$ cat src/design/fire_zone_table_point_check_macros.svh
// Assertion macros shared by the fire zone table design
`ifndef FIRE_ZONE_TABLE_POINT_CHECK_MACROS_SVH
`define FIRE_ZONE_TABLE_POINT_CHECK_MACROS_SVH

`ifndef NO_ASSERTIONS
// Check that pre implies post in the same cycle
`define FZT_ASSERT_SAME(label, pre, post, msg) \
   label: assert property (@(posedge clock) disable iff (reset) (pre) |-> (post)) \
      else $error(msg);
// Check that pre implies post in the next cycle
`define FZT_ASSERT_NEXT(label, pre, post, msg) \
   label: assert property (@(posedge clock) disable iff (reset) (pre) |=> (post)) \
      else $error(msg);
`else
`define FZT_ASSERT_SAME(label, pre, post, msg)
`define FZT_ASSERT_NEXT(label, pre, post, msg)
`endif

`endif

$ cat src/design/fzt_ram.sv
module fzt_ram #(
   parameter int WIDTH = 8,
   parameter int DEPTH = 16,
   localparam int AW = (DEPTH > 1) ? $clog2(DEPTH) : 1
) (
   input  logic             clock,
   input  logic             wr_en,
   input  logic [AW-1:0]    wr_addr,
   input  logic [WIDTH-1:0] wr_data,
   input  logic [AW-1:0]    rd_addr,
   output logic [WIDTH-1:0] rd_data
);

   logic [WIDTH-1:0] mem_ff [DEPTH];
   logic [WIDTH-1:0] rd_data_ff;

   // Write one word, read one word with registered data
   always_ff @(posedge clock) begin
      if (wr_en) begin
         mem_ff[wr_addr] <= wr_data;
      end
      rd_data_ff <= mem_ff[rd_addr];
   end

   assign rd_data = rd_data_ff;

endmodule

$ cat config.mk
export PLATFORM = sky130hd
export DESIGN_NAME = fzt_ram
export DESIGN_NICKNAME = d
export VERILOG_FILES = /design/src/design/fire_zone_table_point_check_macros.svh /design/src/design/fzt_ram.sv
export SDC_FILE = /design/constraint.sdc
export NUM_CORES = 1
export LEC_CHECK = 0
export ABC_AREA = 1
export BUFFER_PORTS_ARGS = -buffer_cell sky130_fd_sc_hd__buf_4
export CAP_MARGIN = 10
export CELL_PAD_IN_SITES_DETAIL_PLACEMENT = 1
export CELL_PAD_IN_SITES_GLOBAL_PLACEMENT = 2
export CORE_ASPECT_RATIO = 2
export CORE_UTILIZATION = 43
export DETAILED_ROUTE_END_ITERATION = 12
export PLACE_DENSITY = 0.85
export SLEW_MARGIN = 0
export SYNTH_ARGS = -nofsm -noshare
export SYNTH_HDL_FRONTEND = slang
export SYNTH_SLANG_ARGS = --single-unit
$ cat constraint.sdc
create_clock -name clock -period 3.3 [get_ports clock]
set_input_delay 0.66 -clock clock [delete_from_list [all_inputs] [get_ports clock]]
set_output_delay 0.66 -clock clock [all_outputs]
set_load 0.1 [all_outputs]
* Word-level counts from Yosys, hierarchy flattened *
Memory sizes are Yosys's and may differ from the RTL's. A register that Yosys moved wholly into a read port is not among the register bits.
Cells that the tools add are included.
Widths: inputs -> output; s select.

storage, ports and cells
  bits in registers = 0
  latch bits = 0
  memory bits (writable) = 128
  memory bits (read-only) = 0
  bits of input ports = 18
  logic and storage cells = 3
  memories = 1

memories
  name    depth  width  read ports  clocked after memory_dff  wr ports  line           source
  mem_ff  16     8      1           1                         1         fzt_ram.sv:14  logic [WIDTH-1:0] mem_ff [DEPTH];

cells by class
  add/sub/neg operators = 0
  multipliers = 0
  div/mod/pow operators = 0
  $lt $le $gt $ge = 0
  equality and inequality tests = 0
  shifts and indexed selects = 0
  mux-type cells = 2
  bitwise logic cells = 0
  reduce and logical (&&, ||, !) cells = 0

operator list
  cell    number
  $mux 1  2

* Depth between registers and ports, before layout *
Gate-level depths: netlist (run 1).

  depth in word-level cells = 2
  depth in mapped cells = 8

* Least setup slack after synthesis (run 1) *
OpenSTA, ideal clock, no wires.

  kind = input to register
  start point = in wr_addr[2]
  end point = mem mem_ff[10][0] (enable)
  setup time = 0.370 ns
  arrival = 1.241 ns
  setup slack = 1.689 ns
  stages = 2
  path buffers = 0
  cell sequence = nand3b_1 nor2_1

RTL lines
  element             line           source
  start: declaration  fzt_ram.sv:8   input logic [AW-1:0] wr_addr,
  end: declaration    fzt_ram.sv:14

No word-level cell before the write port.

==> metrics.md, run 1 <==
| Metric | Value |
|---|---|
| Max-Cap Viols | 0 |
| Peak VDD IR | 411 uV |
| Least-Margin Pin Slew | 890 ps |
| Setup TNS | 0 ps |
| Worst R2R Setup Slack | 2110 ps |
| # diodes | 0 |
| Setup Skew | 8.21 ps |
| Setup crit start | rd_addr[1] |
| H-tree Lvls | 4 |
| Gate Count Post-Synth | 551 |
| HP Class | in -> reg |
| Failing checks | DRC |
| Post-CTS setup buffers | 0 |
| Util after Layout | 0.506 |
| Syn Area/Cell | 10.5 um2 |
| DR DRC count | 2 |
| Drt via density | 5.17 |
| Final #Nets | 591 |
| PostCTS Resize Cnt | 0 |
| Routed wire length | 15300 um |
| Post-route ant nets | 0 |
| Max Freq | 0.557 GHz |
| 1st-pass router iterations | 8 |
| Top sig layer | met4 |
| FF-to-FF Start | mem_ff[9][3] |
| Setup crit start kind | input port |
| Starting Density | 0.441 |
| # setup viols final | 0 |
| Synth Warn # | 0 |
| Clock buffer depth | 2 |
| Cell leakage power | 2.85 nW |
| Share of cells above drive strength 1 | 0.0956 |
| Worst Setup End Kind | register |
| Power density over cell area | 641 nW/um2 |
| Synthesized net count | 569 |
| CTS tree | done |
| Overall Power | 4.24 mW |
| Layout Area Growth over Synthesis | 14.7% |
| Met1 Wirelength | 5560 um |
| Slew Limit Fails | 0 |
| I/O pin cnt | 26 |
| RSZ-0062 raised after global routing | false |
| Critical R2R Capture | rd_data[3] |
| Critical path class | in -> reg |
| Final Cycle Share | 0.544 |
| CTS root buf | clkbuf_16 |
| Sequential area share after synthesis | 0.694 |
| Clk_lat worst skew | 420 ps |
| Initial antenna violation count | 0 |
| Hold buffers post-CTS | 0 |
| Status | finished, violations left |
| WL met2 | 8680 um |
| CP max FO | 33 |
| Worst setup path end | rd_data[3] |
| Clock transition at path regs | 60 ps |
| Total CTS buffers | 17 |
| Largest net degree at the start of global routing | 65 |
| Core area | 13100 um2 |
| Global-route wire length before repair | 23300 um |
| Die extent in y | 166 um |
| CTS sink count | 136 |
| FF+latch count, synth | 136 |
| Routed len/inst | 20.8 um |
| Row Count | 59 |
| Syn Std Cell Area | 5770 um2 |
| DIE AREA | 13900 um2 |
| GRT overflow | 0 |
| Hold Fails Final Rpt | 0 |
| Worst relative slew slack | 0.405 |
| DR WL met3 | 501 um |
| CP Data Arrival Time | 2090 ps |
| Count of cell types in the netlist | 12 |
| RD Place Congestion | 0.798 |
| Tot GR Track Use | 0.236 |
| Final Critical Period | 1790 ps |
| Detail Placement HPWL | 9460 um |
| Die width | 83.9 um |
| DR iter-0 viols | 183 |
| Vias in the first global route | 4176 |
| Vias | 3813 |
| Cells on worst reg2reg path | 6 |
| Req. time, crit path | 3600 ps |
| IO Port Bufs | 25 |
-- layout by cell type (no fill, tap or decap), drive strengths merged --
| cell type | count |
|---|---|
| inv | 104 |
| edfxtp | 128 |
| clkbuf | 19 |
| bufinv | 4 |
| clkinv | 7 |
| nand3b | 2 |
| buf | 27 |
| nand3 | 97 |
| nor2 | 17 |
| nand2 | 173 |
| dfxtp | 8 |
-- worst min-delay path by stage --
stage          cells past startpoint            to           from
3_3_place_gp                       6    rd_data[0]  mem_ff[14][0]
4_1_cts                            1  mem_ff[3][2]     wr_data[2]
2_1_floorplan                      6    rd_data[0]  mem_ff[10][0]
5_1_grt                            3    rd_data[2]     rd_addr[3]
6_report                           3    rd_data[0]     rd_addr[3]
3_5_place_dp                       6    rd_data[6]   mem_ff[5][6]
-- routing by layer --
layer / up-vias / track usage
li1: 1811 / -
met1: 1882 / 0.249
met2: 91 / 0.434
met3: 29 / 0.0427
met4: 0 / 0.128
met5: - / 0
-- sequential cells by signal (all words and copies together) (netlist names) --
signal,count
rd_data,8
mem_ff,128
-- through the flow --
stage	instance area (um2)	setup WS [ps]	hold slack (ps)	std cells
floorplan	5770	1690	607	551
global placement	6010	1080	671	706
detailed placement	6010	1070	689	706
CTS	6620	1470	583	738
global route	6620	1410	594	738
finish	6620	1510	594	738
-- power breakdown --
group / internal (mW) / total (mW) / leakage [nW] / switching [mW]
combinational: 0.0752 / 0.332 / 1.33 / 0.256
clock: 1.26 / 1.96 / 0.298 / 0.704
sequential: 1.93 / 1.95 / 1.22 / 0.0146
total: 3.27 / 4.24 / 2.85 / 0.975
-- Yosys cell counts (all sizes together) --
cell	n	area [um2]
nand3b	2	15.0
nand3	97	485
dfxtp	8	160
nand2	173	649
edfxtp	128	3840
inv	102	383
nor2	17	63.8
buf	24	166
-- cells by family after synthesis --
| family | Yosys count | synth area share |
|---|---|---|
| buffers and inverters | 126 | 0.0952 |
| AND/OR/NAND/NOR | 289 | 0.210 |
| flip-flops | 136 | 0.694 |
-- worst max-delay path, cell delays in order --
cell and delay [ps]:
buf_4 360, inv_2 390, nand3_1 190, nand3_1 220
nand3_1 170, nand2_1 70
-- layout make-up --
type,instances,area [um2]
Clock inverter,13,176
Timing Repair Buffer,27,215
Multi-Input combinational cell,289,1210
Tap cell,152,190
Sequential cell,136,4000
Clock buffer,19,433
Fill cell,1409,6450
Inverter,102,383
Power figures use the tool's default switching activity.
==> run 2: changes to the inputs <==
--- a/config.mk
+++ b/config.mk
@@ -11,9 +11,9 @@
 export CELL_PAD_IN_SITES_DETAIL_PLACEMENT = 1
 export CELL_PAD_IN_SITES_GLOBAL_PLACEMENT = 2
 export CORE_ASPECT_RATIO = 2
-export CORE_UTILIZATION = 43
+export CORE_UTILIZATION = 36
 export DETAILED_ROUTE_END_ITERATION = 12
-export PLACE_DENSITY = 0.85
+export PLACE_DENSITY = 0.76
 export SLEW_MARGIN = 0
 export SYNTH_ARGS = -nofsm -noshare
 export SYNTH_HDL_FRONTEND = slang
==> constraint.sdc (replaced) <==
create_clock -name clock -period 1.6 [get_ports clock]
set_input_delay 0.32 -clock clock [delete_from_list [all_inputs] [get_ports clock]]
set_output_delay 0.32 -clock clock [all_outputs]
set_load 0.1 [all_outputs]
==> metrics.md, run 2 (synthesis results as in run 1) <==
| Metric | Value |
|---|---|
| Status | completed |
| CP max FO | 1 |
| Setup Skew | 7.44 ps |
| Max-Cap Viols | 0 |
| Starting Density | 0.367 |
| # setup viols final | 0 |
| Leading cell type in the layout, fill and taps excluded | nand2_1 |
| Net switching fraction of the power | 0.228 |
| PostCTS Resize Cnt | 0 |
| Buf/Inv on CP | 1 |
| HP Class | in -> reg |
| Drt via density | 4.81 |
| Largest net degree at the start of global routing | 65 |
| Post-route ant nets | 0 |
| DIE AREA | 16600 um2 |
| Core area | 15700 um2 |
| Top reg by flops | mem_ff |
| Fill count | 1767 |
| Cell leakage power | 2.96 nW |
| Pint | 6.56 mW |
| RD Place Congestion | 0.796 |
| Post-CTS setup buffers | 0 |
| Switching power total | 1.93 mW |
| Worst relative slew slack | 0.793 |
| Die extent in y | 181 um |
| Worst setup margin | 216 ps |
| Placed instance area | 6260 um2 |
| Clk_lat worst skew | 420 ps |
| Power density over cell area | 1240 nW/um2 |
| RSZ-0062 raised after global routing | false |
| Final Cycle Share | 0.865 |
| Global-route wire length before repair | 23800 um |
| DR iter-0 viols | 146 |
| Max FFs per register | 128 |
| Clock network power share | 0.443 |
| Delay-heaviest family, CP | flip-flops |
| CTS tree | done |
| Most frequent cells in the layout | 173 x nand2_1, 128 x edfxtp_1, 100 x inv_1, 97 x nand3_1, 47 x buf_4 |
| Max Freq | 0.722 GHz |
| Least-Margin Pin Slew | 310 ps |
| Row Count | 65 |
| CTS sink count | 136 |
| Routed len/inst | 19.3 um |
| CP Data Arrival Time | 1060 ps |
| Setup crit start kind | register |
| # diodes | 0 |
| DR DRC count | 0 |
| CP max-delay cell | dfxtp_1 |
| Slew Limit Fails | 0 |
| GRT overflow | 0 |
| Hold Fails Final Rpt | 0 |
| Total CTS buffers | 17 |
| Worst Setup End Kind | output port |
| IO Port Bufs | 25 |
| Clock transition at path regs | 50 ps |
| WP depth | 1 |
| Detail Placement HPWL | 10600 um |
| Share of cells above drive strength 1 | 0.131 |
| Vias | 3898 |
| Largest stage delay, worst path | 350 ps |
| Gate power share | 0.085 |
| Initial antenna violation count | 0 |
| Final #Nets | 614 |
| Flop pwr share | 0.472 |
| Cell area after layout | 6840 um2 |
| Hold buffers post-CTS | 0 |
| 1st-pass router iterations | 4 |
| Clock buffer depth | 2 |
| Crit-path cells | buf_4 |
| Final Critical Period | 1380 ps |
| I/O pin cnt | 26 |
| Die width | 91.5 um |
| Vias in the first global route | 4175 |
| H-tree Lvls | 4 |
| Layout Area Growth over Synthesis | 18.6% |
| Pre-CTS setup slack | -8.19 ps |
| Req. time, crit path | 1280 ps |
| Peak VDD IR | 997 uV |
| Worst hold stages | 3 |
| Hold slack | 242 ps |
| Overall Power | 8.50 mW |
| Tot GR Track Use | 0.204 |
| Cells on worst reg2reg path | 6 |
| CTS root buf | clkbuf_16 |
| Critical path class | reg -> out |
| Routed wire length | 15700 um |
-- run 2: cell count changes in the layout (fill, tap and decap cells not counted), sizes merged --
cell | previous run | this run
inv | 104 | 102
buf | 27 | 50
bufinv | 4 | 2
clkbuf | 19 | 23
clkinvlp | 0 | 2
clkinv | 7 | 5
-- run 2: power by group through the flow --
| stage | combinational [mW] | sequential [mW] | clock, mW |
|---|---|---|---|
| finish | 0.719 | 4.01 | 3.77 |
| floorplan | 0.281 | 4.25 | 0 |
| CTS | 0.733 | 4.01 | 3.85 |
| global route | 0.777 | 4.02 | 3.97 |
| global placement | 0.717 | 4.08 | 0 |
| detailed placement | 0.731 | 4.09 | 0 |
-- run 2: layer usage --
metal / GRT usage / share of wire
met1: 0.204 / 0.37
met2: 0.371 / 0.55
met3: 0.0396 / 0.020
met4: 0.145 / 0.063
met5: 0 / 0
-- run 2: path summary, 6_finish.rpt --
path	from	slack, ps	end
min	rd_addr[3]	240	rd_data[0]
max reg2reg	mem_ff[10][3]	500	rd_data[3]
max	rd_data[0]	220	rd_data[0]
min reg2reg	mem_ff[7][7]	690	rd_data[7]
-- run 2: stage by stage --
stage / TNS [ps] / instances / utilization
4_1_cts: 0 / 810 / 0.436
3_5_place_dp: -8.19 / 778 / 0.399
5_1_grt: 0 / 810 / 0.436
3_3_place_gp: 0 / 778 / 0.399
6_report: 0 / 810 / 0.436
2_1_floorplan: 0 / 551 / -
-- run 2: final cells by class --
cell class,count,area [um2],share of cell area
Clock inverter,9,98.8,0.0144
Clock buffer,23,478,0.0699
Inverter,102,383,0.0560
Timing Repair Buffer,50,413,0.0604
Multi-Input combinational cell,289,1210,0.177
Sequential cell,136,4000,0.585
Tap cell,201,251,0.0368
